## src/sv/iirsc_pkg.sv

```systemverilog
// Shared types, section table and microprogram for the IIR section cascade.
// No dependencies; every other file of the block imports this package.
`timescale 1ns / 1ps

package iirsc_pkg;

  localparam int SampleInW  = 12;
  localparam int SampleOutW = 17;
  localparam int DataW      = 32;
  localparam int TableSects = 8;
  localparam int SectIdxW   = 3;
  localparam int DelaySlots = 7;
  localparam int SlotW      = 3;
  localparam int PcW        = 4;

  typedef enum logic [1:0] {
    KIND_GAIN,
    KIND_FIRST,
    KIND_BIQUAD
  } kind_e;

  typedef struct packed {
    kind_e                    kind;
    logic signed [DataW-1:0]  b1;    // gain value for gain sections
    logic signed [DataW-1:0]  a1;
    logic signed [DataW-1:0]  a2;
    logic [SlotW-1:0]         slot;
  } stage_t;

  // Microcode fields
  typedef enum logic [1:0] {RD_NONE, RD_D0, RD_D1} rd_e;
  typedef enum logic [1:0] {MA_X, MA_D0, MA_D1} mula_e;
  typedef enum logic [1:0] {CF_B1, CF_A1, CF_A2} coef_e;
  typedef enum logic [1:0] {ACC_HOLD, ACC_LOAD, ACC_ADD} acc_e;
  typedef enum logic [1:0] {X_HOLD, X_GAIN, X_BIQ, X_FIRST} xop_e;
  typedef enum logic [1:0] {WR_NONE, WR_D1_FROM_D0, WR_D0_FROM_W} wr_e;
  typedef enum logic [1:0] {SEQ_NEXT, SEQ_SECTION, SEQ_EMIT} seq_e;

  typedef struct packed {
    rd_e   rd;
    logic  mul_en;
    mula_e mula;
    coef_e coef;
    acc_e  acc;
    logic  w_sub;
    xop_e  xop;
    wr_e   wr;
    seq_e  seq;
  } ucode_t;

  typedef struct packed {
    logic                start;
    ucode_t              uc;
    logic [SectIdxW-1:0] sec;
  } dp_ctrl_t;

  localparam ucode_t UC_NOP = '{
    rd: RD_NONE, mul_en: 1'b0, mula: MA_X, coef: CF_B1, acc: ACC_HOLD,
    w_sub: 1'b0, xop: X_HOLD, wr: WR_NONE, seq: SEQ_NEXT
  };

  // Program entry points
  localparam logic [PcW-1:0] PC_GAIN   = 4'd0;
  localparam logic [PcW-1:0] PC_BIQUAD = 4'd3;
  localparam logic [PcW-1:0] PC_FIRST  = 4'd9;
  localparam logic [PcW-1:0] PC_EMIT   = 4'd14;

  // Section table, coefficients in Q.24
  function automatic stage_t stage_rom(input logic [SectIdxW-1:0] idx);
    stage_t st;
    st = '{kind: KIND_GAIN, b1: 32'sd16777216, a1: 32'sd0, a2: 32'sd0, slot: 3'd0};
    unique case (idx)
      3'd0: st.b1 = 32'sd2858333;
      3'd1: st = '{kind: KIND_BIQUAD, b1: 32'sd7735074, a1: -32'sd9796905,
                   a2: 32'sd14629839, slot: 3'd0};
      3'd2: st.b1 = 32'sd3485279;
      3'd3: st = '{kind: KIND_BIQUAD, b1: 32'sd19331578, a1: -32'sd15521948,
                   a2: 32'sd9731211, slot: 3'd2};
      3'd4: st.b1 = 32'sd9857934;
      3'd5: st = '{kind: KIND_FIRST, b1: 32'sd0, a1: -32'sd10359349,
                   a2: 32'sd0, slot: 3'd4};
      default: st.b1 = 32'sd16777216;
    endcase
    return st;
  endfunction

  // Round a Q.24 coefficient to f fractional bits, half toward plus infinity
  function automatic logic signed [DataW-1:0] coef_round(
    input logic signed [DataW-1:0] q24,
    input int f
  );
    logic signed [DataW-1:0] r;
    if (f >= 24) begin
      r = q24;
    end else begin
      r = (q24 + (32'sd1 <<< (23 - f))) >>> (24 - f);
    end
    return r;
  endfunction

  function automatic logic [PcW-1:0] entry_pc(input kind_e kind);
    logic [PcW-1:0] pc;
    unique case (kind)
      KIND_BIQUAD: pc = PC_BIQUAD;
      KIND_FIRST:  pc = PC_FIRST;
      default:     pc = PC_GAIN;
    endcase
    return pc;
  endfunction

  // Microprogram ROM
  function automatic ucode_t ucode_rom(input logic [PcW-1:0] pc);
    ucode_t uc;
    uc = UC_NOP;
    unique case (pc)
      // gain: x = sat(rnd(x * g))
      4'd0: begin uc.mul_en = 1'b1; uc.mula = MA_X; uc.coef = CF_B1; end
      4'd1: uc.acc = ACC_LOAD;
      4'd2: begin uc.xop = X_GAIN; uc.seq = SEQ_SECTION; end
      // biquad
      4'd3: uc.rd = RD_D0;
      4'd4: begin
        uc.rd = RD_D1; uc.mul_en = 1'b1; uc.mula = MA_D0; uc.coef = CF_A1;
      end
      4'd5: begin
        uc.mul_en = 1'b1; uc.mula = MA_D1; uc.coef = CF_A2; uc.acc = ACC_LOAD;
      end
      4'd6: begin
        uc.acc = ACC_ADD; uc.mul_en = 1'b1; uc.mula = MA_D0; uc.coef = CF_B1;
      end
      4'd7: begin uc.w_sub = 1'b1; uc.acc = ACC_LOAD; uc.wr = WR_D1_FROM_D0; end
      4'd8: begin uc.wr = WR_D0_FROM_W; uc.xop = X_BIQ; uc.seq = SEQ_SECTION; end
      // first order
      4'd9:  uc.rd = RD_D0;
      4'd10: begin uc.mul_en = 1'b1; uc.mula = MA_D0; uc.coef = CF_A1; end
      4'd11: uc.acc = ACC_LOAD;
      4'd12: uc.w_sub = 1'b1;
      4'd13: begin uc.wr = WR_D0_FROM_W; uc.xop = X_FIRST; uc.seq = SEQ_SECTION; end
      // hand the result to the output register
      4'd14: uc.seq = SEQ_EMIT;
      default: uc = UC_NOP;
    endcase
    return uc;
  endfunction

endpackage

```

## src/sv/iirsc_cascade_top_note.sv

```systemverilog
// Output staging register between the datapath and the output channel.
// Depends on iirsc_pkg for the sample width.
`timescale 1ns / 1ps

module iirsc_out_reg
  import iirsc_pkg::*;
(
  input  logic                         clk_i,
  input  logic                         rst_ni,
  input  logic                         load_i,
  input  logic signed [SampleOutW-1:0] y_i,
  input  logic                         ready_i,
  output logic                         valid_o,
  output logic                         free_o,
  output logic signed [SampleOutW-1:0] y_o
);

  logic                         valid_q;
  logic signed [SampleOutW-1:0] y_q;

  always_ff @(posedge clk_i or negedge rst_ni) begin
    if (!rst_ni) begin
      valid_q <= 1'b0;
    end else if (load_i) begin
      valid_q <= 1'b1;
    end else if (ready_i) begin
      valid_q <= 1'b0;
    end
  end

  always_ff @(posedge clk_i) begin
    if (load_i) begin
      y_q <= y_i;
    end
  end

  assign valid_o = valid_q;
  assign free_o  = !valid_q || ready_i;
  assign y_o     = y_q;

endmodule
```

## config.mk

```make
export PLATFORM = sky130hd
export DESIGN_NAME = iirsc_out_reg
export DESIGN_NICKNAME = d
export VERILOG_FILES = /design/src/sv/iirsc_pkg.sv /design/src/sv/iirsc_cascade_top_note.sv
export SDC_FILE = /design/constraint.sdc
export NUM_CORES = 1
export LEC_CHECK = 0
export BUFFER_PORTS_ARGS = -buffer_cell sky130_fd_sc_hd__buf_4
export CORE_MARGIN = 4
export CORE_UTILIZATION = 37
export CTS_CLUSTER_SIZE = 24
export DETAILED_ROUTE_END_ITERATION = 12
export GPL_ROUTABILITY_DRIVEN = 0
export MAX_ROUTING_LAYER = met4
export PLACE_DENSITY = 0.78
export REMOVE_ABC_BUFFERS = 1
export SLEW_MARGIN = 20
export SYNTH_ARGS = -nofsm -noshare
export SYNTH_HDL_FRONTEND = slang
export SYNTH_SLANG_ARGS = --single-unit
export TNS_END_PERCENT = 5
```

## constraint.sdc

```tcl
create_clock -name clk_i -period 0.8 [get_ports clk_i]
set_input_delay 0.12 -clock clk_i [delete_from_list [all_inputs] [get_ports clk_i]]
set_output_delay 0.12 -clock clk_i [all_outputs]
set_load 0.005 [all_outputs]
```

**Yosys cells after proc, flatten, opt, wreduce, memory -nomap -nowiden**

Index checks and enable logic that the tools add are counted.

- Output and inout port bits: 19
- Word-level logic and storage cells: 7
- Register bits after elaboration: 18
- Bits of input ports: 21

- Mux-type cells: 2
- Reductions and logical operators: 3

Operators with widths:

| cell | count |
|---|---|
| two-way mux 1 bit | 2 |
| nonzero test 2 bit | 1 |
| logical NOT 1 bit | 1 |
| logical OR 1 bit | 1 |

**Depth between registers and ports, before layout**

- Word-level depth: 2
- Gate-level depth with buffers: 2
- Depth with buffers taken out: 2

**Least setup slack after synthesis**

No wires, ideal clock.

- Path type: register to register
- Start: register, netlist name valid_o
- End: register valid_q (netlist: valid_o)
- Cell stages (with the launch flop): 3
- Buffers on the path: 0
- Slack: 0.153 ns
- Arrival: 0.525 ns
- Period minus slack after synthesis: 0.647 ns
- Data required time: 0.679 ns
- Setup time: 0.121 ns
- Cell sequence: dfrtp_1 > nand2b_4 > nand2b_2

RTL lines:

| element | line | text |
|---|---|---|
| to (signal assigned) | iirsc_cascade_top_note.sv:23 | `valid_q <= 1'b0;` |
| to (signal assigned) | iirsc_cascade_top_note.sv:25 | `valid_q <= 1'b1;` |
| to (signal assigned) | iirsc_cascade_top_note.sv:27 | `valid_q <= 1'b0;` |
| to (decl) | iirsc_cascade_top_note.sv:18 | `logic valid_q;` |

**Worst setup path in the final report**

- Start: register valid_q (netlist: valid_o)
- End: output port free_o

- Longest elaborated chain between the ends: 2

Ends and longest elaborated chain:

| element | line | text |
|---|---|---|
| logical NOT 1 bit | iirsc_cascade_top_note.sv:38 | `assign free_o = !valid_q \|\| ready_i;` |
| logical OR 1 bit | iirsc_cascade_top_note.sv:38 |  |
| to (decl) | iirsc_cascade_top_note.sv:14 | `output logic free_o,` |

No other way between the ends.

==> impl_metrics.env <==
export IMPL_grt_pass1_wl_mm=1.600
export IMPL_setup_repair_after_global_routing_missed_its_margin="yes"
export IMPL_antenna_found_initial=0
export IMPL_dp_final_hpwl_um=913.6
export IMPL_finalWirelength_mm=1.290
export IMPL_die_width_um=46.84
export IMPL_grt_pass1_vias=378
export IMPL_fmax_mhz=1018
export IMPL_routed_via_count=389
export IMPL_drtAntennaViolNets=0
export IMPL_final_cell_mix="sky130_fd_sc_hd__buf_4, sky130_fd_sc_hd__edfxtp_1, sky130_fd_sc_hd__dlygate4sd3_1"
export IMPL_fillers=84
export IMPL_finalCoreUtilization=0.7692
export IMPL_total_power_mw=1.862
export IMPL_clkSlewWorstSetupHoldPaths_ns=0.09
export IMPL_violations="setup timing"
export IMPL_cts_root_buf="sky130_fd_sc_hd__clkbuf_4"
export IMPL_power_ir_vdd_worst_mv=1.149
export IMPL_grt_total_usage=0.1116
export IMPL_tritoncts="built"
export IMPL_diodes=0
export IMPL_first_pass_iters=1
export IMPL_port_buffer_count=39
export IMPL_timing_final_ws_setup_ns=-0.1826
export IMPL_slowest_stage="sky130_fd_sc_hd__dfrtp_1"
export IMPL_routed_wire_length_per_instance_um=14.33
export IMPL_finished_cell_area_mm2=0.001051
export IMPL_postSynthRegisterBits=18
export IMPL_nets=97
export IMPL_grt_max_degree=19
export IMPL_total_leakage_power_nw=0.4542
export IMPL_transition_at_the_pin_with_the_smallest_max_transition_slack_ns=0.2158
export IMPL_cellPowerDensity_mw_per_mm2=1772
export IMPL_initialDrtViolationCount=0
export IMPL_placed_area_um2=869.6
export IMPL_flow_area_growth_from_synthesis_pct=88.34
export IMPL_site_rows=13
export IMPL_final_max_slew_viol_count=0
export IMPL_avgSynthCellArea_um2=27.90
export IMPL_dp_cells=74
export IMPL_cts_max_path_buffers=2
export IMPL_start_util=0.4084
export IMPL_clock_skew_final_ns=0
export IMPL_post_route_drc_count=0
export IMPL_post_synth_inst_count=20
export IMPL_final_worst_hold_slack_ns=0.01721
export IMPL_outcome="finished with violations"
export IMPL_critPathRequiredTime_ns=0.68
export IMPL_drive_above_1_share=0.6000
export IMPL_die_h_um=46.84
export IMPL_timing_reg2reg_setup_slack_ns=0.05
export IMPL_numCtsBuffers=3
export IMPL_pre_cts_setup_slack_ns=0.1085
export IMPL_relSlewSlack=0.8561
export IMPL_finalSetupViolations=19
export IMPL_grt_overflow_total=0
export IMPL_min_period_ns=0.9826
export IMPL_critical_path_max_fanout=2
export IMPL_path_cells="nand2b_4 > buf_6"
export IMPL_worstHoldPathType="in2reg"
export IMPL_route_detailed_vias_per_inst=4.322
export IMPL_timing_critical_path_to_type="output port"
export IMPL_synth_seq_area_share=0.9596
export IMPL_max_cap_viol_count=0
export IMPL_cp_buffers_inverters=1
export IMPL_yosys_warnings=0
export IMPL_critPathTopFamily="flip-flops"
export IMPL_clock_sink_count=18
export IMPL_fp_dieArea_mm2=0.002194
export IMPL_crit_path_max_incr_delay_ns=0.42
export IMPL_stdcell_count=90
export IMPL_pin_count=40
export IMPL_clk_insertion_delay_late_ns=0.28
export IMPL_layout_cells_most_common="sky130_fd_sc_hd__buf_4"
export IMPL_htree_levels=1
export IMPL_timing_final_hold_violations=0
export IMPL_core_area_mm2=0.001366
export IMPL_setup_tns_after_final_layout_ns=-2.338
export IMPL_finalCritPeriodShare=1.228
export IMPL_timing_setup_critical_path_class="reg2out"
export IMPL_yosysUniqueCellTypes=4
export IMPL_worstPathArrival_ns=0.86
export IMPL_startpoint_type="flip-flop"
export IMPL_netlist_area_um2=558.0
cell usage after synthesis:
master	count	area share
sky130_fd_sc_hd__nand2b_2	1	0.016
sky130_fd_sc_hd__edfxtp_1	17	0.91
sky130_fd_sc_hd__nand2b_4	1	0.025
sky130_fd_sc_hd__dfrtp_1	1	0.045
logic make-up (layout without fill, tap and decap cells):
| family | Yosys count | after routing | share of synthesized area |
|---|---|---|---|
| and+or+nand+nor | 2 | 2 | 0.04036 |
| buffers and inverters | 0 | 55 | 0 |
| DFF | 18 | 18 | 0.9596 |
layout make-up:
class                           instances  area [um2]  share of cell area
Clock buffer                            3       22.52             0.02143
Clock inverter                          1       3.754            0.003571
Multi-Input combinational cell          2       22.52             0.02143
Sequential cell                        18       535.5              0.5095
Tap cell                               15       18.77             0.01786
Timing Repair Buffer                   51       447.9              0.4262
repair_timing:
| item | 4_1_cts | 5_1_grt |
|---|---|---|
| resized for setup | 2 | 8 |
| hold buffers | 1 | 10 |
| hold endpoints to repair | 1 | 10 |
| pin swaps | 0 | 0 |
| endpoints found under the setup margin | 19 | 19 |
| buffers inserted | 1 | 0 |
flip-flops by register name (all words and copies together), names as in the netlist:
name,count
valid_o,1
y_o,17
routing by layer:
metal  share of wire  up-vias  global-route usage
met4               0        0             0.03315
met3           0.096        0             0.02682
met2            0.58       21              0.2304
met5               0        -                   -
met1            0.32      179             0.09273
li1                -      189                   -
final timing paths:
check                                     from                   to  cells after the start
hold reg to reg            valid_o$_DFFE_PN0P_  valid_o$_DFFE_PN0P_                      3
setup / recovery           valid_o$_DFFE_PN0P_               free_o                      2
max in group asynchronous               rst_ni  valid_o$_DFFE_PN0P_                      2
hold / removal                         y_i[15]    y_o[15]$_DFFE_PP_                      1
setup reg to reg           valid_o$_DFFE_PN0P_  valid_o$_DFFE_PN0P_                      3
min in group asynchronous               rst_ni  valid_o$_DFFE_PN0P_                      2
power by group:
group	total (mW)	switching (mW)	internal, mW
registers	1.14	0.0303	1.11
clock network	0.424	0.243	0.180
logic	0.296	0.0822	0.214
total	1.86	0.356	1.51
(Power assumes the default switching activity.)
