`src/sv/iirsc_pkg.sv`:
```
// Shared types, section table and microprogram for the IIR section cascade.
// No dependencies; every other file of the block imports this package.
`timescale 1ns / 1ps

package iirsc_pkg;

  localparam int SampleInW  = 12;
  localparam int SampleOutW = 17;
  localparam int DataW      = 32;
  localparam int TableSects = 8;
  localparam int SectIdxW   = 3;
  localparam int DelaySlots = 7;
  localparam int SlotW      = 3;
  localparam int PcW        = 4;

  typedef enum logic [1:0] {
    KIND_GAIN,
    KIND_FIRST,
    KIND_BIQUAD
  } kind_e;

  typedef struct packed {
    kind_e                    kind;
    logic signed [DataW-1:0]  b1;    // gain value for gain sections
    logic signed [DataW-1:0]  a1;
    logic signed [DataW-1:0]  a2;
    logic [SlotW-1:0]         slot;
  } stage_t;

  // Microcode fields
  typedef enum logic [1:0] {RD_NONE, RD_D0, RD_D1} rd_e;
  typedef enum logic [1:0] {MA_X, MA_D0, MA_D1} mula_e;
  typedef enum logic [1:0] {CF_B1, CF_A1, CF_A2} coef_e;
  typedef enum logic [1:0] {ACC_HOLD, ACC_LOAD, ACC_ADD} acc_e;
  typedef enum logic [1:0] {X_HOLD, X_GAIN, X_BIQ, X_FIRST} xop_e;
  typedef enum logic [1:0] {WR_NONE, WR_D1_FROM_D0, WR_D0_FROM_W} wr_e;
  typedef enum logic [1:0] {SEQ_NEXT, SEQ_SECTION, SEQ_EMIT} seq_e;

  typedef struct packed {
    rd_e   rd;
    logic  mul_en;
    mula_e mula;
    coef_e coef;
    acc_e  acc;
    logic  w_sub;
    xop_e  xop;
    wr_e   wr;
    seq_e  seq;
  } ucode_t;

  typedef struct packed {
    logic                start;
    ucode_t              uc;
    logic [SectIdxW-1:0] sec;
  } dp_ctrl_t;

  localparam ucode_t UC_NOP = '{
    rd: RD_NONE, mul_en: 1'b0, mula: MA_X, coef: CF_B1, acc: ACC_HOLD,
    w_sub: 1'b0, xop: X_HOLD, wr: WR_NONE, seq: SEQ_NEXT
  };

  // Program entry points
  localparam logic [PcW-1:0] PC_GAIN   = 4'd0;
  localparam logic [PcW-1:0] PC_BIQUAD = 4'd3;
  localparam logic [PcW-1:0] PC_FIRST  = 4'd9;
  localparam logic [PcW-1:0] PC_EMIT   = 4'd14;

  // Section table, coefficients in Q.24
  function automatic stage_t stage_rom(input logic [SectIdxW-1:0] idx);
    stage_t st;
    st = '{kind: KIND_GAIN, b1: 32'sd16777216, a1: 32'sd0, a2: 32'sd0, slot: 3'd0};
    unique case (idx)
      3'd0: st.b1 = 32'sd2858333;
      3'd1: st = '{kind: KIND_BIQUAD, b1: 32'sd7735074, a1: -32'sd9796905,
                   a2: 32'sd14629839, slot: 3'd0};
      3'd2: st.b1 = 32'sd3485279;
      3'd3: st = '{kind: KIND_BIQUAD, b1: 32'sd19331578, a1: -32'sd15521948,
                   a2: 32'sd9731211, slot: 3'd2};
      3'd4: st.b1 = 32'sd9857934;
      3'd5: st = '{kind: KIND_FIRST, b1: 32'sd0, a1: -32'sd10359349,
                   a2: 32'sd0, slot: 3'd4};
      default: st.b1 = 32'sd16777216;
    endcase
    return st;
  endfunction

  // Round a Q.24 coefficient to f fractional bits, half toward plus infinity
  function automatic logic signed [DataW-1:0] coef_round(
    input logic signed [DataW-1:0] q24,
    input int f
  );
    logic signed [DataW-1:0] r;
    if (f >= 24) begin
      r = q24;
    end else begin
      r = (q24 + (32'sd1 <<< (23 - f))) >>> (24 - f);
    end
    return r;
  endfunction

  function automatic logic [PcW-1:0] entry_pc(input kind_e kind);
    logic [PcW-1:0] pc;
    unique case (kind)
      KIND_BIQUAD: pc = PC_BIQUAD;
      KIND_FIRST:  pc = PC_FIRST;
      default:     pc = PC_GAIN;
    endcase
    return pc;
  endfunction

  // Microprogram ROM
  function automatic ucode_t ucode_rom(input logic [PcW-1:0] pc);
    ucode_t uc;
    uc = UC_NOP;
    unique case (pc)
      // gain: x = sat(rnd(x * g))
      4'd0: begin uc.mul_en = 1'b1; uc.mula = MA_X; uc.coef = CF_B1; end
      4'd1: uc.acc = ACC_LOAD;
      4'd2: begin uc.xop = X_GAIN; uc.seq = SEQ_SECTION; end
      // biquad
      4'd3: uc.rd = RD_D0;
      4'd4: begin
        uc.rd = RD_D1; uc.mul_en = 1'b1; uc.mula = MA_D0; uc.coef = CF_A1;
      end
      4'd5: begin
        uc.mul_en = 1'b1; uc.mula = MA_D1; uc.coef = CF_A2; uc.acc = ACC_LOAD;
      end
      4'd6: begin
        uc.acc = ACC_ADD; uc.mul_en = 1'b1; uc.mula = MA_D0; uc.coef = CF_B1;
      end
      4'd7: begin uc.w_sub = 1'b1; uc.acc = ACC_LOAD; uc.wr = WR_D1_FROM_D0; end
      4'd8: begin uc.wr = WR_D0_FROM_W; uc.xop = X_BIQ; uc.seq = SEQ_SECTION; end
      // first order
      4'd9:  uc.rd = RD_D0;
      4'd10: begin uc.mul_en = 1'b1; uc.mula = MA_D0; uc.coef = CF_A1; end
      4'd11: uc.acc = ACC_LOAD;
      4'd12: uc.w_sub = 1'b1;
      4'd13: begin uc.wr = WR_D0_FROM_W; uc.xop = X_FIRST; uc.seq = SEQ_SECTION; end
      // hand the result to the output register
      4'd14: uc.seq = SEQ_EMIT;
      default: uc = UC_NOP;
    endcase
    return uc;
  endfunction

endpackage

```
`src/sv/iirsc_dp.sv`:
```
// Shared multiply-accumulate datapath with section delay storage.
// Depends on iirsc_pkg for control types, section table and coefficient rounding.
`timescale 1ns / 1ps

module iirsc_dp
  import iirsc_pkg::*;
#(
  parameter int COEF_FRAC_BITS = 16
) (
  input  logic                         clk_i,
  input  logic                         rst_ni,
  input  dp_ctrl_t                     ctrl_i,
  input  logic [SampleInW-1:0]         sample_i,
  output logic signed [SampleOutW-1:0] y_o
);

  localparam int F  = COEF_FRAC_BITS;
  localparam int CW = F + 2;
  localparam int PW = DataW + CW;
  localparam int AW = PW + 1;
  localparam int SW = AW + 2;
  localparam logic signed [SW-1:0] MaxV = SW'(32'sh7fffffff);
  localparam logic signed [SW-1:0] MinV = SW'(32'sh80000000);

  function automatic logic signed [SW-1:0] rnd(input logic signed [AW-1:0] v);
    logic signed [SW-1:0] t;
    t = SW'(v) + (SW'(1) <<< (F - 1));
    return t >>> F;
  endfunction

  function automatic logic signed [DataW-1:0] sat32(input logic signed [SW-1:0] v);
    logic signed [DataW-1:0] r;
    if (v > MaxV) begin
      r = 32'sh7fffffff;
    end else if (v < MinV) begin
      r = 32'sh80000000;
    end else begin
      r = v[DataW-1:0];
    end
    return r;
  endfunction

  logic signed [DataW-1:0] mem_q [DelaySlots];
  logic signed [DataW-1:0] x_q, d0_q, d1_q, w_q, mul_a;
  logic signed [PW-1:0]    prod_q;
  logic signed [AW-1:0]    acc_q;
  logic signed [CW-1:0]    coef_v;
  logic signed [DataW-1:0] coef_raw;
  logic [SlotW-1:0]        rd_addr, wr_addr;
  stage_t                  st;
  ucode_t                  uc;
  logic signed [28:0]      r4;

  assign uc = ctrl_i.uc;
  assign st = stage_rom(ctrl_i.sec);

  always_comb begin
    case (uc.coef)
      CF_A1:   coef_raw = st.a1;
      CF_A2:   coef_raw = st.a2;
      default: coef_raw = st.b1;
    endcase
    case (uc.mula)
      MA_D0:   mul_a = d0_q;
      MA_D1:   mul_a = d1_q;
      default: mul_a = x_q;
    endcase
  end

  assign coef_v  = CW'(coef_round(coef_raw, F));
  assign rd_addr = (uc.rd == RD_D1) ? SlotW'(st.slot + 3'd1) : st.slot;
  assign wr_addr = (uc.wr == WR_D1_FROM_D0) ? SlotW'(st.slot + 3'd1) : st.slot;

  // Delay storage, cleared by reset
  always_ff @(posedge clk_i or negedge rst_ni) begin
    if (!rst_ni) begin
      for (int i = 0; i < DelaySlots; i++) begin
        mem_q[i] <= '0;
      end
    end else if (uc.wr != WR_NONE && wr_addr < SlotW'(DelaySlots)) begin
      mem_q[wr_addr] <= (uc.wr == WR_D1_FROM_D0) ? d0_q : w_q;
    end
  end

  always_ff @(posedge clk_i) begin
    if (uc.rd == RD_D0) begin
      d0_q <= (rd_addr < SlotW'(DelaySlots)) ? mem_q[rd_addr] : '0;
    end
    if (uc.rd == RD_D1) begin
      d1_q <= (rd_addr < SlotW'(DelaySlots)) ? mem_q[rd_addr] : '0;
    end
    if (uc.mul_en) begin
      prod_q <= PW'(mul_a) * PW'(coef_v);
    end
    case (uc.acc)
      ACC_LOAD: acc_q <= AW'(prod_q);
      ACC_ADD:  acc_q <= acc_q + AW'(prod_q);
      default:  acc_q <= acc_q;
    endcase
    if (uc.w_sub) begin
      w_q <= sat32(SW'(x_q) - rnd(acc_q));
    end
    if (ctrl_i.start) begin
      x_q <= $signed(DataW'({sample_i, 8'h00}));
    end else begin
      case (uc.xop)
        X_GAIN:  x_q <= sat32(rnd(acc_q));
        X_BIQ:   x_q <= sat32(SW'(w_q) + rnd(acc_q) + SW'(d1_q));
        X_FIRST: x_q <= sat32(SW'(w_q) + SW'(d0_q));
        default: x_q <= x_q;
      endcase
    end
  end

  // Round Q.8 to Q.4 and clamp to the output range
  assign r4 = 29'((33'(x_q) + 33'sd8) >>> 4);

  always_comb begin
    if (r4 > 29'sd65535) begin
      y_o = 17'sd65535;
    end else if (r4 < -29'sd65536) begin
      y_o = -17'sd65536;
    end else begin
      y_o = r4[SampleOutW-1:0];
    end
  end

endmodule

```
`config.mk`:
```
export PLATFORM = sky130hd
export DESIGN_NAME = iirsc_dp
export DESIGN_NICKNAME = d
export VERILOG_FILES = /design/src/sv/iirsc_pkg.sv /design/src/sv/iirsc_dp.sv
export SDC_FILE = /design/constraint.sdc
export NUM_CORES = 2
export LEC_CHECK = 0
export BUFFER_PORTS_ARGS = -buffer_cell sky130_fd_sc_hd__buf_2
export CORE_MARGIN = 1.5
export CORE_UTILIZATION = 66
export CTS_CLUSTER_DIAMETER = 100
export CTS_CLUSTER_SIZE = 20
export DETAILED_ROUTE_END_ITERATION = 10
export PLACE_DENSITY = 0.83
export SETUP_SLACK_MARGIN = 0.02
export SYNTH_ARGS = -nofsm -noshare
export SYNTH_HDL_FRONTEND = slang
export SYNTH_SLANG_ARGS = --single-unit
export TNS_END_PERCENT = 5
```
`constraint.sdc`:
```
create_clock -name clk_i -period 8.9 [get_ports clk_i]
set_input_delay 2.67 -clock clk_i [delete_from_list [all_inputs] [get_ports clk_i]]
set_output_delay 2.67 -clock clk_i [all_outputs]
set_load 0.005 [all_outputs]
```
# == After elaboration in Yosys (flattened, before gate mapping) ==
# Index checks and enable logic that the tools add are counted.
# totals
wordCells,91
input_bits,34
output_inout_bits,17
ff_bits,453
# op_classes
bitwise,2
n_addsub,9
mux,26
n_lt_le_gt_ge,15
multipliers,1
n_reduce_logical,7
eq_ne,17
# ops
op,count
$mux 32,12
$bwmux 224,1
$pmux 61 s3,1
$pmux 25 s6,1
$pmux 51 s2,1
$bmux 32 s3,1
$demux 32 s3,1
$pmux 32 s3,1
$pmux 32 s2,1
$add 51x17->52 const B,1
$pmux 26 s2,1
$add 51x50->51,1
$mul 32x18->50,1
$add 37x32->38,1
$gt 38x32->1 const B,1
$lt 38x32->1 const B,1
$add 32x36->37,1
$gt 37x32->1 const B,1
$lt 37x32->1 const B,1
$sub 32x36->37,1
$gt 36x32->1 const B,1
$lt 36x32->1 const B,1
$mux 17,2
$add 32x32->33,1
23 further kinds,41

# == Longest topological paths before layout ==
# logic_depth
ltp_word,10
mapped_depth,36
depth_no_buf,34

# == Worst setup path before layout ==
# OpenSTA, ideal clock, no wires.
# synth_path
kind,input-to-reg
start,input ctrl_i[12] (netlist bit)
end,register prod_q[27] (data pin)
path_stages,33
path_slack_ns,-1.922
n_path_buf,3
arrival_ns,10.557
setup_time_ns,0.266
required_ns,8.634
cell_sequence,inv_1 ha_1 clkbuf_1 clkbuf_1 o21ai_0 o21ai_0 ha_1 inv_1 a2111oi_0 a211o_1 clkbuf_1 and2_1 fa_1 inv_1 fa_1 fa_1 inv_1 fa_1 fa_1 inv_1 fa_1 inv_1 ha_1 a21oi_1 a21oi_1 a211oi_1 a21boi_0 o21ai_0 a21oi_1 o41a_1 a41o_1 o41ai_1 xnor2_1
# synth_between
elab_chain_cells,4
word_cells_on_any_way,5
classes_between,1 x add/sub; 1 x mul; 2 x eq/ne; 1 x mux
# synth_lines
element,line_no,text
start: declaration,iirsc_dp.sv:12,"input dp_ctrl_t ctrl_i,"
$eq 2x2->1 or $eq 2x1->1 (tied branches),iirsc_dp.sv:58,case (uc.coef)
$pmux 26 s2 (*),iirsc_dp.sv:58,
$add 26x9->26 (*),iirsc_pkg.sv:96,r = (q24 + (32'sd1 <<< (23 - f))) >>> (24 - f);
$mul 32x18->50 (*),iirsc_dp.sv:93,prod_q <= PW'(mul_a) * PW'(coef_v);
end signal: assignment,iirsc_dp.sv:93,
end: declaration,iirsc_dp.sv:45,logic signed [PW-1:0] prod_q;
# Every way passes the cells marked *; elsewhere a longest branch is shown, timed or not.
# A chain may end at the register's enable or synchronous reset.

# == Worst setup path after layout ==
# layout_path
start,input ctrl_i[12] (netlist bit)
end,register prod_q[49] (data pin)
# The elaborated chain is that of the path after synthesis.

==> metrics.csv <==
metric;value;unit
initial DRC count;4749;
Post-Synth Adder-Cell Area;31.86;%
RSZ-0062 raised after global routing;yes;
setup_tns;-25530;ps
DRT Pass-1 Iters;8;
fin crit share;112.7;%
Metal-1 WL;54.35;mm
outcome;complete, but fails checks;
most frequent CP cell;inv_1;
Clock Tree Buf Depth;3;
CTS H-Tree Depth;1;
final setup violation count;35;
Final Hold Viols;0;
clk root buf;clkbuf_16;
largest net degree at the start of global routing;124;
met3 wire length;15.59;mm
WL per Instance;23.72;µm
max_cap viols;0;
first-pass GRT wire length;239.0;mm
Final Non-Filler Cells;6619;
leading area contributor after synthesis;fa_1;
global-route usage over all layers;42.12;%
crit path time final;10030;ps
Routed Antenna Nets;0;
number of global-route vias before repair;42230;
Layout area overhead;12.20;%
highest metal used;met5;
initial antenna violation count;3;
main combinational cell family by area after synthesis;adder cells;
Simple-Gate Fraction of Synth Area;13.07;%
initial core utilization;66.57;%
met2 WL;70.84;mm
post-synthesis mux area share;3.234;%
routed vias;42000;
register bit count reported by yosys;422;
Final Max Tran Viols;0;
hold_ws;389.5;ps
CP startpoint kind;primary input;
sequential area share after synthesis;23.77;%
Buffers on Ports;48;
Syn Area/Cell;9.037;µm²
pre-CTS setup slack;-1770;ps
final wirelength;157.0;mm
syn nets;6266;
clk_lat worst skew;600;ps
EDFF count, synth;209;
Final Wtd Congestion;1.069;
critical path endpoint category;register;
violated checks;negative setup slack;
critical path class;in -> reg;
GRT overflow;0;
synthesized instance count;5356;
Area contributors post-synth;fa_1 (25%), edfxtp_1 (13%), dfrtp_1 (10%);
Synth top area share;24.53;%
Cells after DPL;6556;
critical path's slowest cell;fa_1;
Die ar.;0.07497;mm²
Total Nets Final;6549;
share of layout cells above drive strength 1;14.68;%
Hold Path Class;reg -> reg;
Synth Area in Compound Gates;15.16;%
Async SR Flop Fraction;45.73;%
Die X-Extent;273.8;µm
Slew HR;13.64;%
Worst-path clk slew;80;ps
die height;273.8;µm
critical path peak fanout;8;
library cells used by synthesis;102;
Yosys warning count;0;
Layout Skew;22.24;ps
WP data required;9240;ps
Synth Flop Type;edfxtp_1;
FP Rows;99;
Post-Synth XOR/XNOR Area;4.180;%
routed vias/inst;6.345;
Sinks on Clock Net;422;
worst slew pin tran;1293;ps
TritonCTS buffer count;26;
max incr delay on CP;560;ps
Ports;51;
HPWL after detailed placement;123.5;mm
Critical Path AT;10380;ps
CTS tree;yes;
synthesized area;0.04840;mm²
Core Box Area;0.07271;mm²
residual DRC count;0;
fmax;99.67;MHz
Setup WS post-layout;-1133;ps
## kinds of logic after synthesis
group,Yosys count
compound gates,1134
xor+xnor,231
fa+ha+maj,877
buf+inv,1114
flops,422
mux,140
simple gates,1438
## sequential cells by signal, summed over array words and instances (netlist names)
| register | flops |
|---|---|
| mem_q | 193 |
| acc_q | 51 |
| prod_q | 50 |
| d0_q | 32 |
| x_q | 32 |
| w_q | 32 |
| d1_q | 32 |
## critical path, delay by kind of cell
family	cells	cell delay, ps
adder cells (fa/ha/maj)	9	3810
AO/OA/AOI/OAI	11	2320
buffers and inverters	11	950
AND/OR/NAND/NOR	5	460
XOR/XNOR	1	130
## area by class of cell
cell class	count	area, µm²
clock buffer	40	703.2
multi-input combinational	3820	33420
tap	959	1200
sequential	422	11510
timing repair buffer	484	4055
clock inverter	8	92.59
fill	4999	18400
inverter	885	3332
antenna	1	2.502
## synth_stat cells (50+ instances only)
cell,instances
nand3_1,82
xnor2_1,136
inv_1,883
ha_1,283
o22ai_1,56
mux2_2,131
fa_1,593
dfrtp_1,193
edfxtp_1,209
xor2_1,95
o21ai_0,278
a21o_1,93
nor2_1,340
and2_1,55
o211ai_1,50
clkbuf_1,199
a21oi_1,231
nand2_1,703
## routing by layer
| metal | track usage [%] | vias to the layer above |
|---|---|---|
| li1 | - | 18270 |
| met1 | 50.76 | 20450 |
| met2 | 66.29 | 2546 |
| met3 | 7.465 | 729 |
| met4 | 35.05 | 2 |
| met5 | 0 | - |
## layout by cell type, fill, tap and decap left out, types with 46 or more instances in the layout
master	n
a21o_1	93
nand2_1	687
and2_1	52
o21ai_1	46
mux2_2	131
xor2_1	95
a21oi_1	213
buf_2	46
nor2_1	335
ha_1	264
fa_1	577
dfrtp_1	193
buf_4	394
nand3_1	78
o22ai_1	55
inv_1	868
o211ai_1	50
xnor2_1	133
o21ai_0	260
edfxtp_1	209
## final timing paths
check	start	to	slack, ps	depth (start not counted)
max	ctrl_i[12]	prod_q[49]$_DFFE_PP_	-1130	37
min	mem_q[30]$_DFFE_PN0P_	mem_q[30]$_DFFE_PN0P_	390	0
max reg2reg	x_q[17]$_DFFE_PP_	prod_q[49]$_DFFE_PP_	1430	25
min reg2reg	mem_q[30]$_DFFE_PN0P_	mem_q[30]$_DFFE_PN0P_	390	0
max in group asynchronous	rst_ni	mem_q[100]$_DFFE_PN0P_	5200	2
min in group asynchronous	rst_ni	mem_q[204]$_DFFE_PN0P_	2180	1
## repair_timing
action | 4_1_cts | 5_1_grt
hold buffers | 0 | 0
gates cloned | 0 | 2
pin swaps | 12 | 50
endpoints found under the setup margin | 34 | 36
resized for setup | 28 | 44
setup buffers | 1 | 11
## stage by stage
step           cell area [µm²]  utilization, %
3_3_place_gp             53060           72.97
5_1_grt                  54310           74.69
3_5_place_dp             53060           72.97
4_1_cts                  53990           74.25
2_1_floorplan            48830               -
6_report                 54310           74.69
Power is left out: the tool's default activity adds up to more than one toggle a clock period on the data nets, which glitch-free logic cannot reach.
