===== src/sv/iirsc_pkg.sv =====
// Shared types, section table and microprogram for the IIR section cascade.
// No dependencies; every other file of the block imports this package.
`timescale 1ns / 1ps

package iirsc_pkg;

  localparam int SampleInW  = 12;
  localparam int SampleOutW = 17;
  localparam int DataW      = 32;
  localparam int TableSects = 8;
  localparam int SectIdxW   = 3;
  localparam int DelaySlots = 7;
  localparam int SlotW      = 3;
  localparam int PcW        = 4;

  typedef enum logic [1:0] {
    KIND_GAIN,
    KIND_FIRST,
    KIND_BIQUAD
  } kind_e;

  typedef struct packed {
    kind_e                    kind;
    logic signed [DataW-1:0]  b1;    // gain value for gain sections
    logic signed [DataW-1:0]  a1;
    logic signed [DataW-1:0]  a2;
    logic [SlotW-1:0]         slot;
  } stage_t;

  // Microcode fields
  typedef enum logic [1:0] {RD_NONE, RD_D0, RD_D1} rd_e;
  typedef enum logic [1:0] {MA_X, MA_D0, MA_D1} mula_e;
  typedef enum logic [1:0] {CF_B1, CF_A1, CF_A2} coef_e;
  typedef enum logic [1:0] {ACC_HOLD, ACC_LOAD, ACC_ADD} acc_e;
  typedef enum logic [1:0] {X_HOLD, X_GAIN, X_BIQ, X_FIRST} xop_e;
  typedef enum logic [1:0] {WR_NONE, WR_D1_FROM_D0, WR_D0_FROM_W} wr_e;
  typedef enum logic [1:0] {SEQ_NEXT, SEQ_SECTION, SEQ_EMIT} seq_e;

  typedef struct packed {
    rd_e   rd;
    logic  mul_en;
    mula_e mula;
    coef_e coef;
    acc_e  acc;
    logic  w_sub;
    xop_e  xop;
    wr_e   wr;
    seq_e  seq;
  } ucode_t;

  typedef struct packed {
    logic                start;
    ucode_t              uc;
    logic [SectIdxW-1:0] sec;
  } dp_ctrl_t;

  localparam ucode_t UC_NOP = '{
    rd: RD_NONE, mul_en: 1'b0, mula: MA_X, coef: CF_B1, acc: ACC_HOLD,
    w_sub: 1'b0, xop: X_HOLD, wr: WR_NONE, seq: SEQ_NEXT
  };

  // Program entry points
  localparam logic [PcW-1:0] PC_GAIN   = 4'd0;
  localparam logic [PcW-1:0] PC_BIQUAD = 4'd3;
  localparam logic [PcW-1:0] PC_FIRST  = 4'd9;
  localparam logic [PcW-1:0] PC_EMIT   = 4'd14;

  // Section table, coefficients in Q.24
  function automatic stage_t stage_rom(input logic [SectIdxW-1:0] idx);
    stage_t st;
    st = '{kind: KIND_GAIN, b1: 32'sd16777216, a1: 32'sd0, a2: 32'sd0, slot: 3'd0};
    unique case (idx)
      3'd0: st.b1 = 32'sd2858333;
      3'd1: st = '{kind: KIND_BIQUAD, b1: 32'sd7735074, a1: -32'sd9796905,
                   a2: 32'sd14629839, slot: 3'd0};
      3'd2: st.b1 = 32'sd3485279;
      3'd3: st = '{kind: KIND_BIQUAD, b1: 32'sd19331578, a1: -32'sd15521948,
                   a2: 32'sd9731211, slot: 3'd2};
      3'd4: st.b1 = 32'sd9857934;
      3'd5: st = '{kind: KIND_FIRST, b1: 32'sd0, a1: -32'sd10359349,
                   a2: 32'sd0, slot: 3'd4};
      default: st.b1 = 32'sd16777216;
    endcase
    return st;
  endfunction

  // Round a Q.24 coefficient to f fractional bits, half toward plus infinity
  function automatic logic signed [DataW-1:0] coef_round(
    input logic signed [DataW-1:0] q24,
    input int f
  );
    logic signed [DataW-1:0] r;
    if (f >= 24) begin
      r = q24;
    end else begin
      r = (q24 + (32'sd1 <<< (23 - f))) >>> (24 - f);
    end
    return r;
  endfunction

  function automatic logic [PcW-1:0] entry_pc(input kind_e kind);
    logic [PcW-1:0] pc;
    unique case (kind)
      KIND_BIQUAD: pc = PC_BIQUAD;
      KIND_FIRST:  pc = PC_FIRST;
      default:     pc = PC_GAIN;
    endcase
    return pc;
  endfunction

  // Microprogram ROM
  function automatic ucode_t ucode_rom(input logic [PcW-1:0] pc);
    ucode_t uc;
    uc = UC_NOP;
    unique case (pc)
      // gain: x = sat(rnd(x * g))
      4'd0: begin uc.mul_en = 1'b1; uc.mula = MA_X; uc.coef = CF_B1; end
      4'd1: uc.acc = ACC_LOAD;
      4'd2: begin uc.xop = X_GAIN; uc.seq = SEQ_SECTION; end
      // biquad
      4'd3: uc.rd = RD_D0;
      4'd4: begin
        uc.rd = RD_D1; uc.mul_en = 1'b1; uc.mula = MA_D0; uc.coef = CF_A1;
      end
      4'd5: begin
        uc.mul_en = 1'b1; uc.mula = MA_D1; uc.coef = CF_A2; uc.acc = ACC_LOAD;
      end
      4'd6: begin
        uc.acc = ACC_ADD; uc.mul_en = 1'b1; uc.mula = MA_D0; uc.coef = CF_B1;
      end
      4'd7: begin uc.w_sub = 1'b1; uc.acc = ACC_LOAD; uc.wr = WR_D1_FROM_D0; end
      4'd8: begin uc.wr = WR_D0_FROM_W; uc.xop = X_BIQ; uc.seq = SEQ_SECTION; end
      // first order
      4'd9:  uc.rd = RD_D0;
      4'd10: begin uc.mul_en = 1'b1; uc.mula = MA_D0; uc.coef = CF_A1; end
      4'd11: uc.acc = ACC_LOAD;
      4'd12: uc.w_sub = 1'b1;
      4'd13: begin uc.wr = WR_D0_FROM_W; uc.xop = X_FIRST; uc.seq = SEQ_SECTION; end
      // hand the result to the output register
      4'd14: uc.seq = SEQ_EMIT;
      default: uc = UC_NOP;
    endcase
    return uc;
  endfunction

endpackage


===== src/sv/iirsc_seq.sv =====
// Microcode sequencer: program counter, section counter and control ROM.
// Depends on iirsc_pkg for the program, section table and control types.
`timescale 1ns / 1ps

module iirsc_seq
  import iirsc_pkg::*;
#(
  parameter int SECTIONS = 7
) (
  input  logic     clk_i,
  input  logic     rst_ni,
  input  logic     start_i,
  input  logic     out_free_i,
  output logic     busy_o,
  output logic     emit_o,
  output dp_ctrl_t ctrl_o
);

  localparam int KW = (SECTIONS > 1) ? $clog2(SECTIONS) : 1;
  localparam logic [KW-1:0] KLast = KW'(SECTIONS - 1);

  logic           busy_q, busy_d;
  logic [PcW-1:0] pc_q, pc_d;
  logic [KW-1:0]  k_q, k_d;
  ucode_t         uc;
  stage_t         first_st;
  stage_t         next_st;

  always_ff @(posedge clk_i or negedge rst_ni) begin
    if (!rst_ni) begin
      busy_q <= 1'b0;
      pc_q   <= PC_GAIN;
      k_q    <= '0;
    end else begin
      busy_q <= busy_d;
      pc_q   <= pc_d;
      k_q    <= k_d;
    end
  end

  always_comb begin
    uc       = ucode_rom(pc_q);
    first_st = stage_rom('0);
    next_st  = stage_rom(SectIdxW'(k_q + 1'b1));
    busy_d   = busy_q;
    pc_d     = pc_q;
    k_d      = k_q;
    emit_o   = 1'b0;
    if (start_i) begin
      busy_d = 1'b1;
      k_d    = '0;
      pc_d   = entry_pc(first_st.kind);
    end else if (busy_q) begin
      unique case (uc.seq)
        SEQ_SECTION: begin
          if (k_q == KLast) begin
            pc_d = PC_EMIT;
          end else begin
            k_d  = k_q + 1'b1;
            pc_d = entry_pc(next_st.kind);
          end
        end
        SEQ_EMIT: begin
          // hold here until the output register can take the word
          if (out_free_i) begin
            emit_o = 1'b1;
            busy_d = 1'b0;
          end
        end
        default: pc_d = pc_q + 1'b1;
      endcase
    end
  end

  assign busy_o       = busy_q;
  assign ctrl_o.start = start_i;
  assign ctrl_o.uc    = busy_q ? uc : UC_NOP;
  assign ctrl_o.sec   = SectIdxW'(k_q);

  a_pc_in_program: assert property (@(posedge clk_i) disable iff (!rst_ni)
    busy_q |-> pc_q <= PC_EMIT)
    else $error("program counter left the microprogram");

  a_k_in_range: assert property (@(posedge clk_i) disable iff (!rst_ni)
    busy_q |-> k_q <= KLast)
    else $error("section counter beyond the cascade");

  a_emit_ends: assert property (@(posedge clk_i) disable iff (!rst_ni)
    (busy_q && uc.seq == SEQ_EMIT && out_free_i && !start_i) |=> !busy_q)
    else $error("sequencer did not go idle after emitting");

  a_start_idle: assert property (@(posedge clk_i) disable iff (!rst_ni)
    start_i |-> !busy_q)
    else $error("new sample started while busy");

endmodule


===== config.mk =====
export PLATFORM = sky130hd
export DESIGN_NAME = iirsc_seq
export DESIGN_NICKNAME = d
export VERILOG_FILES = /design/src/sv/iirsc_pkg.sv /design/src/sv/iirsc_seq.sv
export SDC_FILE = /design/constraint.sdc
export NUM_CORES = 1
export LEC_CHECK = 0
export ABC_AREA = 1
export BUFFER_PORTS_ARGS = -buffer_cell sky130_fd_sc_hd__clkbuf_2
export CORE_MARGIN = 1.5
export CORE_UTILIZATION = 50
export CTS_BUF_LIST = sky130_fd_sc_hd__clkbuf_8
export CTS_CLUSTER_DIAMETER = 60
export DETAILED_ROUTE_END_ITERATION = 7
export GPL_TIMING_DRIVEN = 0
export PLACE_DENSITY = 0.83
export SLEW_MARGIN = 20
export SYNTH_ARGS = -nofsm -noshare
export SYNTH_HDL_FRONTEND = slang
export SYNTH_SLANG_ARGS = --single-unit

===== constraint.sdc =====
create_clock -name clk_i -period 2 [get_ports clk_i]
set_input_delay 0.3 -clock clk_i [delete_from_list [all_inputs] [get_ports clk_i]]
set_output_delay 0.3 -clock clk_i [all_outputs]
set_load 0.02 [all_outputs]

After elaboration in Yosys (flattened, before gate mapping)
Index checks and enable logic that the tools add are counted.
{"block": "totals", "regBits": 8, "latchBits": 0, "mem_bits_rw": 0, "romBits": 0, "in_bits": 4, "output_inout_bits": 22, "wordCells": 67, "memories": 0}
{"block": "op_classes", "add_sub_neg": 2, "mul": 0, "div": 0, "magnitude_cmp": 0, "eq_ne": 24, "shift": 0, "mux": 26, "bitwise": 0, "n_reduce_logical": 12}
{"operator": "equality test 4 bit, second input constant", "count": 7}
{"operator": "one-hot mux 2 bit (2 select lines)", "count": 5}
{"operator": "one-hot mux 5 bit (4 select lines)", "count": 1}
{"operator": "equality test 4 x 3 -> 1 bit, second input constant", "count": 4}
{"operator": "two-way mux 16 bit", "count": 1}
{"operator": "one-hot mux 4 bit (2 select lines)", "count": 2}
{"operator": "two-way mux 3 bit", "count": 4}
{"operator": "two-way mux 4 bit", "count": 3}
{"operator": "OR reduction 2 bit", "count": 5}
{"operator": "two-way mux 1 bit", "count": 9}
{"operator": "equality test 4 x 2 -> 1 bit, second input constant", "count": 2}
{"operator": "equality test 3 bit, second input constant", "count": 2}
{"operator": "one-hot mux 2 bit (3 select lines)", "count": 1}
{"operator": "adder 4 x 1 -> 4 bit, second input constant", "count": 1}
{"operator": "equality test 2 x 1 -> 1 bit, second input constant", "count": 2}
{"operator": "equality test 2 bit, second input constant", "count": 2}
{"operator": "equality test 4 x 1 -> 1 bit, second input constant", "count": 1}
{"operator": "zero test 4 bit", "count": 1}
{"operator": "!= test 2 bit, second input constant", "count": 2}
{"operator": "nonzero test 2 bit", "count": 2}
{"operator": "OR reduction 4 bit", "count": 1}
{"operator": "adder 3 x 1 -> 3 bit, second input constant", "count": 1}
{"operator": "equality test 3 x 1 -> 1 bit, second input constant", "count": 1}
{"operator": "equality test 3 x 2 -> 1 bit, second input constant", "count": 1}
{"operator": "3 further kinds", "count": 3}

Longest topological paths before layout
Gate-level depths: netlist (run 1).
{"block": "depth", "ltp_word": 10, "mapped_depth": 10, "depth_no_buf": 10}

Worst setup path before layout (run 1)
Ideal clock, no wire load.
{"block": "synth_timing", "path_type": "register to output", "startpoint": "reg pc_q[0]", "endpoint": "out emit_o", "t_arrival_ps": 1655, "path_slack_ps": 45, "path_stages_with_launch": 7, "path_cell_list": "dfrtp_1 > inv_1 > ha_1 > inv_1 > nor2_8 > nand3_4 > nor4_1"}
{"block": "synth_via", "elab_chain_len": 7, "elab_cells_between_ends": 10}
{"element": "start: declaration", "line_no": "iirsc_seq.sv:23", "text": "logic [PcW-1:0] pc_q, pc_d;"}
{"element": "start signal: assignment", "line_no": "iirsc_seq.sv:36", "text": "pc_q <= pc_d;"}
{"element": "equality test 4 bit or equality test 4 x 2 -> 1 bit (tied branches)", "line_no": "iirsc_pkg.sv:115", "text": "unique case (pc)"}
{"element": "OR reduction 3 bit (no line)"}
{"element": "one-hot mux 2 bit (2 select lines) (*)", "line_no": "iirsc_pkg.sv:115"}
{"element": "equality test 2 bit (*)", "line_no": "iirsc_seq.sv:54", "text": "unique case (uc.seq)"}
{"element": "two-way mux 1 bit (*)", "line_no": "iirsc_seq.sv:54"}
{"element": "two-way mux 1 bit (*)", "line_no": "iirsc_seq.sv:53", "text": "end else if (busy_q) begin"}
{"element": "two-way mux 1 bit (*)", "line_no": "iirsc_seq.sv:49", "text": "if (start_i) begin"}
{"element": "end: declaration", "line_no": "iirsc_seq.sv:15", "text": "output logic emit_o,"}
Mark *: on every way between the ends. The rest lies on a longest branch, timed or not.

Worst setup path after layout (run 1)
Same ends and word-level chain as after synthesis.

==> results of run 1 <==
==> per-layer routing <==
layer | vias up | share of wire [%] | track usage, % | routed length [um]
met5 | - | 0 | 0 | 0
met4 | 0 | 0.78 | 2.286 | 16
met2 | 31 | 52 | 38.61 | 1074
met3 | 2 | 3.5 | 4.706 | 73
met1 | 426 | 44 | 26.81 | 900
li1 | 475 | - | - | -
==> worst max-delay path, cell delays in order (launching register included) <==
cell	delay [ns]
dfrtp_2	0.44
inv_2	0.08
ha_2	0.20
inv_2	0.08
nor2_8	0.13
nand3_4	0.11
nor4_4	0.17
buf_4	0.19
==> cells in the final DEF, fill, tap and decap left out, types with 2 or more instances in the layout <==
master	instances
inv_1	15
nand3_4	4
a21oi_1	5
nor3_1	2
ha_2	2
nor2_1	11
clkbuf_2	24
inv_2	5
o21ai_2	2
nor2_4	2
buf_4	4
nand2_1	35
nand2_2	4
dfrtp_1	7
ha_1	5
clkbuf_8	3
nand3_1	13
nand4_1	3
==> how the worst max path moves through the flow <==
stage             from     end  slack, ns  depth (start not counted)
2_1_floorplan  pc_q[0]  emit_o       0.05                          6
3_3_place_gp   pc_q[0]  emit_o       0.19                          7
3_5_place_dp   pc_q[0]  emit_o       0.09                          7
4_1_cts        pc_q[0]  emit_o      0.008                          7
5_1_grt        pc_q[1]  emit_o       0.01                          6
6_report       pc_q[0]  emit_o       0.09                          7
==> per-stage QoR <==
step	instance area, um2	setup slack [ns]	util (%)
finish	1170	0.08704	67.03
global route	1170	0.009916	67.03
CTS	1151	0.007697	65.95
detailed placement	1087	0.08983	62.29
global placement	1087	0.1874	62.29
floorplan	930.9	0.04517	-
==> sequential cells by signal (all words and copies together) (netlist names) <==
signal	cells
busy_o	1
k_q	3
pc_q	4
==> layout make-up <==
class                      instances  area (um2)  share of cell area, %
buffer                             5       45.04                  3.850
clock buffer                       3       41.29                  3.529
inverter                          21       81.33                  6.952
multi-input combinational         98       624.3                  53.37
sequential                         8       201.4                  17.22
tap                               25       31.28                  2.674
timing repair buffer              27       145.1                  12.41
==> cells by family (layout without fill, tap and decap cells) <==
group | Yosys count | count (layout) | share of synthesized area [%]
AO/OA/AOI/OAI | 10 | 10 | 6.586
XOR/XNOR | 2 | 2 | 1.882
AND/OR/NAND/NOR | 79 | 79 | 47.04
flip-flops | 8 | 8 | 21.51
buffers and inverters | 26 | 56 | 13.57
adder cells (fa/ha/maj) | 7 | 7 | 9.408
==> power groups by stage <==
stage	Sequential (uW)	Combinational, uW	Clock (uW)
2_1_floorplan	303	814	0
3_3_place_gp	287	1060	0
3_5_place_dp	292	1080	0
4_1_cts	293	1100	191
5_1_grt	300	1250	197
6_report	292	1110	187
==> what timing repair did <==
action	CTS	global route
hold endpoints to repair	8	0
hold buffers	1	0
buffers inserted	0	1
pin swaps	0	0
setup endpoints to repair	1	5
gates resized for setup	5	4
==> summary.md, run 1 <==
| Metric | Value |
|---|---|
| H-tree depth | `1` |
| Worst reg2reg path startpoint | `pc_q[1]` |
| NetSw | `840.4 uW` |
| IO buf count | `25` |
| Reg2reg path depth | `7` |
| Largest net degree at the start of global routing | `11` |
| Synth warn | `0` |
| Cells after synthesis | `approximately 130` |
| Clock slew seen by the registers of the worst setup and hold paths | `0.04 ns` |
| Distinct cells, synth | `29` |
| Maximum vdd drop | `a little under 0.8 mV` |
| Hold Path Class | `in -> async` |
| CP startpoint kind | `register` |
| # rows | `15` |
| Initial antenna violation count | `0` |
| Cell with the most instances after synthesis | `nand2_1` |
| CTS buffer count | `3` |
| Width of the die | `around 46 um` |
| Min Hold Slack | `approximately 0.44 ns` |
| Mapped cell area | `930.9 um2` |
| Post-DRT Antenna Nets | `0` |
| Synthesized area per cell | `about 7.1 um2` |
| I/O pin total | `26` |
| FMAX | `roughly 0.52 GHz` |
| EDFF count, synth | `0` |
| Cell taking the most area after synthesis | `dfrtp_1` |
| Layout Cells excl Fill | `187` |
| Ys async rst share | `100.0%` |
| Yosys top cell area share | `21.51%` |
| CTS root buf | `clkbuf_8` |
| Initial Util | `53.33%` |
| Clk network pwr share | `11.8%` |
| Post-Route WL | `between 2000 and 2500 um` |
| Main flop type after synthesis | `dfrtp_1` |
| Fin crit period | `approximately 1.9 ns` |
| Overflow after GRT | `0` |
| Synth top cells by count | `35 x nand2_1, 17 x inv_1, 13 x nand3_1, 11 x nor2_1, 8 x dfrtp_1` |
| Kind of critical path | `reg -> out` |
| Wire length per cell | `11.04 um` |
| Fillers | `between 150 and 200` |
| Final Hold Viols | `0` |
| Register area share after synthesis | `21.51%` |
| Tot Pwr | `1588 uW` |
| Max cap viols | `0` |
| Ant diodes | `0` |
| Flop pwr share | `18.4%` |
| Syn Nets | `143` |
| DIE HEIGHT | `46.15 um` |
| Max-slew violations | `0` |
| Internal power | `~750 uW` |
| DP Wirelength | `1668 um` |
| Clk Latency, worst-skew pair | `0.22 ns` |
| Fin crit share | `95.65%` |
| CP max FO | `6` |
| Fin nets | `roughly 180` |
| Vias/cell | `4.995` |
| Core area | `approximately 0.0017 mm2` |
| Remaining DRCs | `0` |
| Global placement routability congestion | `0.8551` |
| Share of layout cells above drive strength 1 | `a little over a third` |
| Worst-margin pin slew | `0.3923 ns` |
| Comb pwr share | `~70%` |
| R2r setup slk | `0.47 ns` |
| Via count | `roughly 930` |
| Switch share | `52.91%` |
| Yosys reg bits | `8` |
| First-pass GRT wire length | `between 3000 and 4000 um` |
| Iter 0 DRT Violations | `12` |
| Power per cell area | `1358 mW/mm2` |
| CTS Buffer Depth | `2` |
| Vias in the first global route | `799` |
| Rel. slew slack | `73.85%` |
| Final setup viols | `0` |
| Leading post-synthesis cells by cell area | `dfrtp_1 22%, nand2_1 14%, ha_1 9.4%, nand3_4 7.5%, nand3_1 7.0%` |
| Setup TNS | `0 ns` |
| Pre-Repair DR Iteration Count | `4` |
| P&R area growth vs syn | `25.67%` |
| Clk_skew | `~0.0054 ns` |
| CTS tree | `yes` |
| CP Capture Type | `output port` |
| Worst endpoint data arrival time | `~1.6 ns` |
| Clock Sinks | `8` |
| RSZ-0062 raised after global routing | `no` |
| Status | `completed` |
| GR Util All Layers | `21.47%` |
| CP Data Required Time | `~1.7 ns` |
| Die area | `~0.0021 mm2` |
| LEAKAGE | `around 0.00067 uW` |
| Worst R2R End | `k_q[1]` |
| Dpl cells | `182` |
Power figures use the tool's default switching activity.
==> inputs of run 2 (changes only) <==
- CORE_UTILIZATION: 50 -> 48
- clock period: 2 -> 1.7 ns (I/O delays scaled with it)
==> summary.md, run 2 (synthesis results as in run 1) <==
| Metric | Value |
|---|---|
| Layout Cells excl Fill | `199 (was 187)` |
| Final setup viols | `5 (was 0)` |
| Ant diodes | `0 (unchanged)` |
| Fin crit share | `106.5%` |
| Initial antenna violation count | `0 (unchanged)` |
| Commonest non-fill, non-tap cells in the layout | `32 x nand2_1, 20 x buf_4, 12 x inv_1, 12 x nand3_1, 11 x clkbuf_2 (was 35 x nand2_1, 24 x clkbuf_2, 15 x inv_1, 13 x nand3_1, 11 x nor2_1)` |
| CP startpoint kind | `register (unchanged)` |
| Flop pwr share | `15.3% (was 18.4%)` |
| Overflow after GRT | `0 (unchanged)` |
| # rows | `15 (unchanged)` |
| Max cap viols | `0 (unchanged)` |
| Fillers | `119 (was 168)` |
| Maximum vdd drop | `1.141 mV (was 0.7853 mV)` |
| Most flop-heavy register | `pc_q (unchanged)` |
| DP Wirelength | `1670 um (was 1668 um)` |
| Worst endpoint data arrival time | `1.56 ns (was 1.61 ns)` |
| CTS root buf | `clkbuf_8 (unchanged)` |
| Commonest non-fill, non-tap cell in the layout | `nand2_1 (unchanged)` |
| CTS buffer count | `3 (unchanged)` |
| Wire length per cell | `13.42 um (was 11.04 um)` |
| Max-slew violations | `0 (unchanged)` |
| Rel. slew slack | `84.98% (was 73.85%)` |
| Min Hold Slack | `0.3955 ns (was 0.4424 ns)` |
| I/O pin total | `26 (unchanged)` |
| Setup ws final | `-0.1107 ns (was 0.08704 ns)` |
| LEAKAGE | `0.0007626 uW (was 0.0006706 uW)` |
| CP max stage delay | `0.44 ns (about the same)` |
| Clk network pwr share | `9.5% (was 11.8%)` |
| Worst slack, placed | `-0.04880 ns (was 0.08983 ns)` |
| Final Hold Viols | `0 (unchanged)` |
| Pre-Repair DR Iteration Count | `4 (unchanged)` |
| DIE HEIGHT | `47.04 um (was 46.15 um)` |
| Die area | `0.002213 mm2 (was 0.002130 mm2)` |
| Comb pwr share | `75.2% (was 69.8%)` |
| Remaining DRCs | `0 (unchanged)` |
| Post-Route WL | `2670 um (was 2064 um)` |
| Cell repeated most along the worst path | `buf_6 (was inv_2)` |
| CP max FO | `4 (was 6)` |
| Failing checks | `setup timing` |
| Kind of critical path | `reg -> out (unchanged)` |
| Util after Layout | `79.51% (was 67.03%)` |
| Clk_skew | `0.002060 ns (was 0.005386 ns)` |
| P&R area growth vs syn | `52.28% (was 25.67%)` |
| Vias in the first global route | `902 (was 799)` |
| Worst-margin pin slew | `0.2253 ns (was 0.3923 ns)` |
| Power per cell area | `1665 mW/mm2 (was 1358 mW/mm2)` |
| Vias/cell | `5.201 (was 4.995)` |
| Switch share | `49.85% (was 52.91%)` |
| Largest register FFs | `4 (unchanged)` |
| Status | `complete, but fails checks (was completed)` |
| GR Util All Layers | `23.00% (was 21.47%)` |
| Global placement routability congestion | `0.8400 (was 0.8551)` |
| Dpl cells | `182 (unchanged)` |
| IO buf count | `25 (unchanged)` |
| Core area | `0.001783 mm2 (was 0.001745 mm2)` |
| Clock slew seen by the registers of the worst setup and hold paths | `0.04 ns (about the same)` |
| Internal power | `1184 uW (was 748.0 uW)` |
| Fin crit period | `1.811 ns` |
| Post-DRT Antenna Nets | `0 (unchanged)` |
| Worst path cell trace | `buf_6 > ha_4 > buf_6 > nand2_2 > o21ai_2 > nor2_2 > a31oi_1 > buf_4 (was inv_2 > ha_2 > inv_2 > nor2_8 > nand3_4 > nor4_4 > buf_4)` |
| Width of the die | `47.04 um (was 46.15 um)` |
| Via count | `1035 (was 934)` |
| Iter 0 DRT Violations | `26 (was 12)` |
| CTS tree | `yes (unchanged)` |
| FMAX | `between 0.5 and 0.6 GHz` |
| Share of layout cells above drive strength 1 | `52.30% (was 36.42%)` |
| Tot Pwr | `2361 uW (was 1588 uW)` |
| NetSw | `1177 uW (was 840.4 uW)` |
| Clock Sinks | `8 (unchanged)` |
| First-pass GRT wire length | `3670 um (was 3387 um)` |
| CTS Buffer Depth | `2 (unchanged)` |
| CP Data Required Time | `1.44 ns (was 1.70 ns)` |
| Initial Util | `52.21% (was 53.33%)` |
| H-tree depth | `1 (unchanged)` |
| Fin nets | `187 (was 175)` |
| Slowest CP cell | `dfrtp_2 (unchanged)` |
| Largest net degree at the start of global routing | `11 (unchanged)` |
| CP Capture Type | `output port (unchanged)` |
| Clk Latency, worst-skew pair | `0.23 ns (was 0.22 ns)` |
| RSZ-0062 raised after global routing | `yes (was no)` |
| Hold Path Class | `in -> reg (was in -> async)` |
[run 2: changes by cell type in the layout (fill, tap and decap cells not counted), moves of 4 or more]
cell,delta
buf_4,+16
nor2_2,+4
clkbuf_2,-13
buf_6,+4
nor2_1,-4
inv_4,+4
[run 2: final cells by class]
| class | count | area (um2) | area share, % |
|---|---|---|---|
| Multi-Input combinational cell | 98 | 699.4 | 49.34 |
| Timing Repair Buffer | 40 | 311.5 | 21.98 |
| Sequential cell | 8 | 203.9 | 14.39 |
| Inverter | 21 | 91.34 | 6.443 |
| Clock buffer | 3 | 41.29 | 2.913 |
| Buffer | 4 | 38.79 | 2.736 |
| Tap cell | 25 | 31.28 | 2.207 |
[run 2: repair_timing]
action                                  4_1_cts  5_1_grt
hold endpoints to repair                      8        0
pin swaps                                     9        8
endpoints found under the setup margin       16       17
resized for setup                            32       33
hold buffers                                  1        0
buffers inserted                              9        5
[run 2: final timing paths]
kind                       slack (ns)         end  depth (start not counted)        from
max                             -0.11  ctrl_o[16]                          8     pc_q[1]
min                              0.40      busy_o                          4  out_free_i
min reg2reg                      0.62      k_q[0]                          2      k_q[0]
min in group asynchronous        0.41     pc_q[3]                          2      rst_ni
max in group asynchronous        1.11      busy_o                          2      rst_ni
max reg2reg                      0.09      k_q[1]                         10     pc_q[1]
[run 2: metal layers]
metal  vias up  track usage (%)  part of all wire (%)
li1        503                -                     -
met1       491            26.11                    40
met2        37            43.56                    56
met3         4            5.000                   3.4
met4         0            5.000                   1.3
met5         -                0                     0
[run 2: through the flow]
stage	instance area, um2	setup TNS (ns)
4_1_cts	1321	-0.3931
2_1_floorplan	937.1	0
6_report	1418	-0.3646
5_1_grt	1418	-0.8649
3_3_place_gp	1094	-0.002063
3_5_place_dp	1094	-0.06044
[run 2: power by group through the flow]
stage / Clock, uW / Sequential, uW / Combinational (uW)
after CTS: 228 / 355 / 1560
final: 224 / 361 / 1780
after detailed placement: 0 / 343 / 1280
after floorplan: 0 / 357 / 958
after global routing: 246 / 373 / 1910
after global placement: 0 / 337 / 1240
[run 2: critical path: cells and delay by family (launching register included)]
kind / cells / cell delay (ns)
adder cells (fa/ha/maj): 1 / 0.16
AND/OR/NAND/NOR: 2 / 0.16
AO/OA/AOI/OAI: 2 / 0.15
buffers and inverters: 3 / 0.41
flip-flops: 1 / 0.44
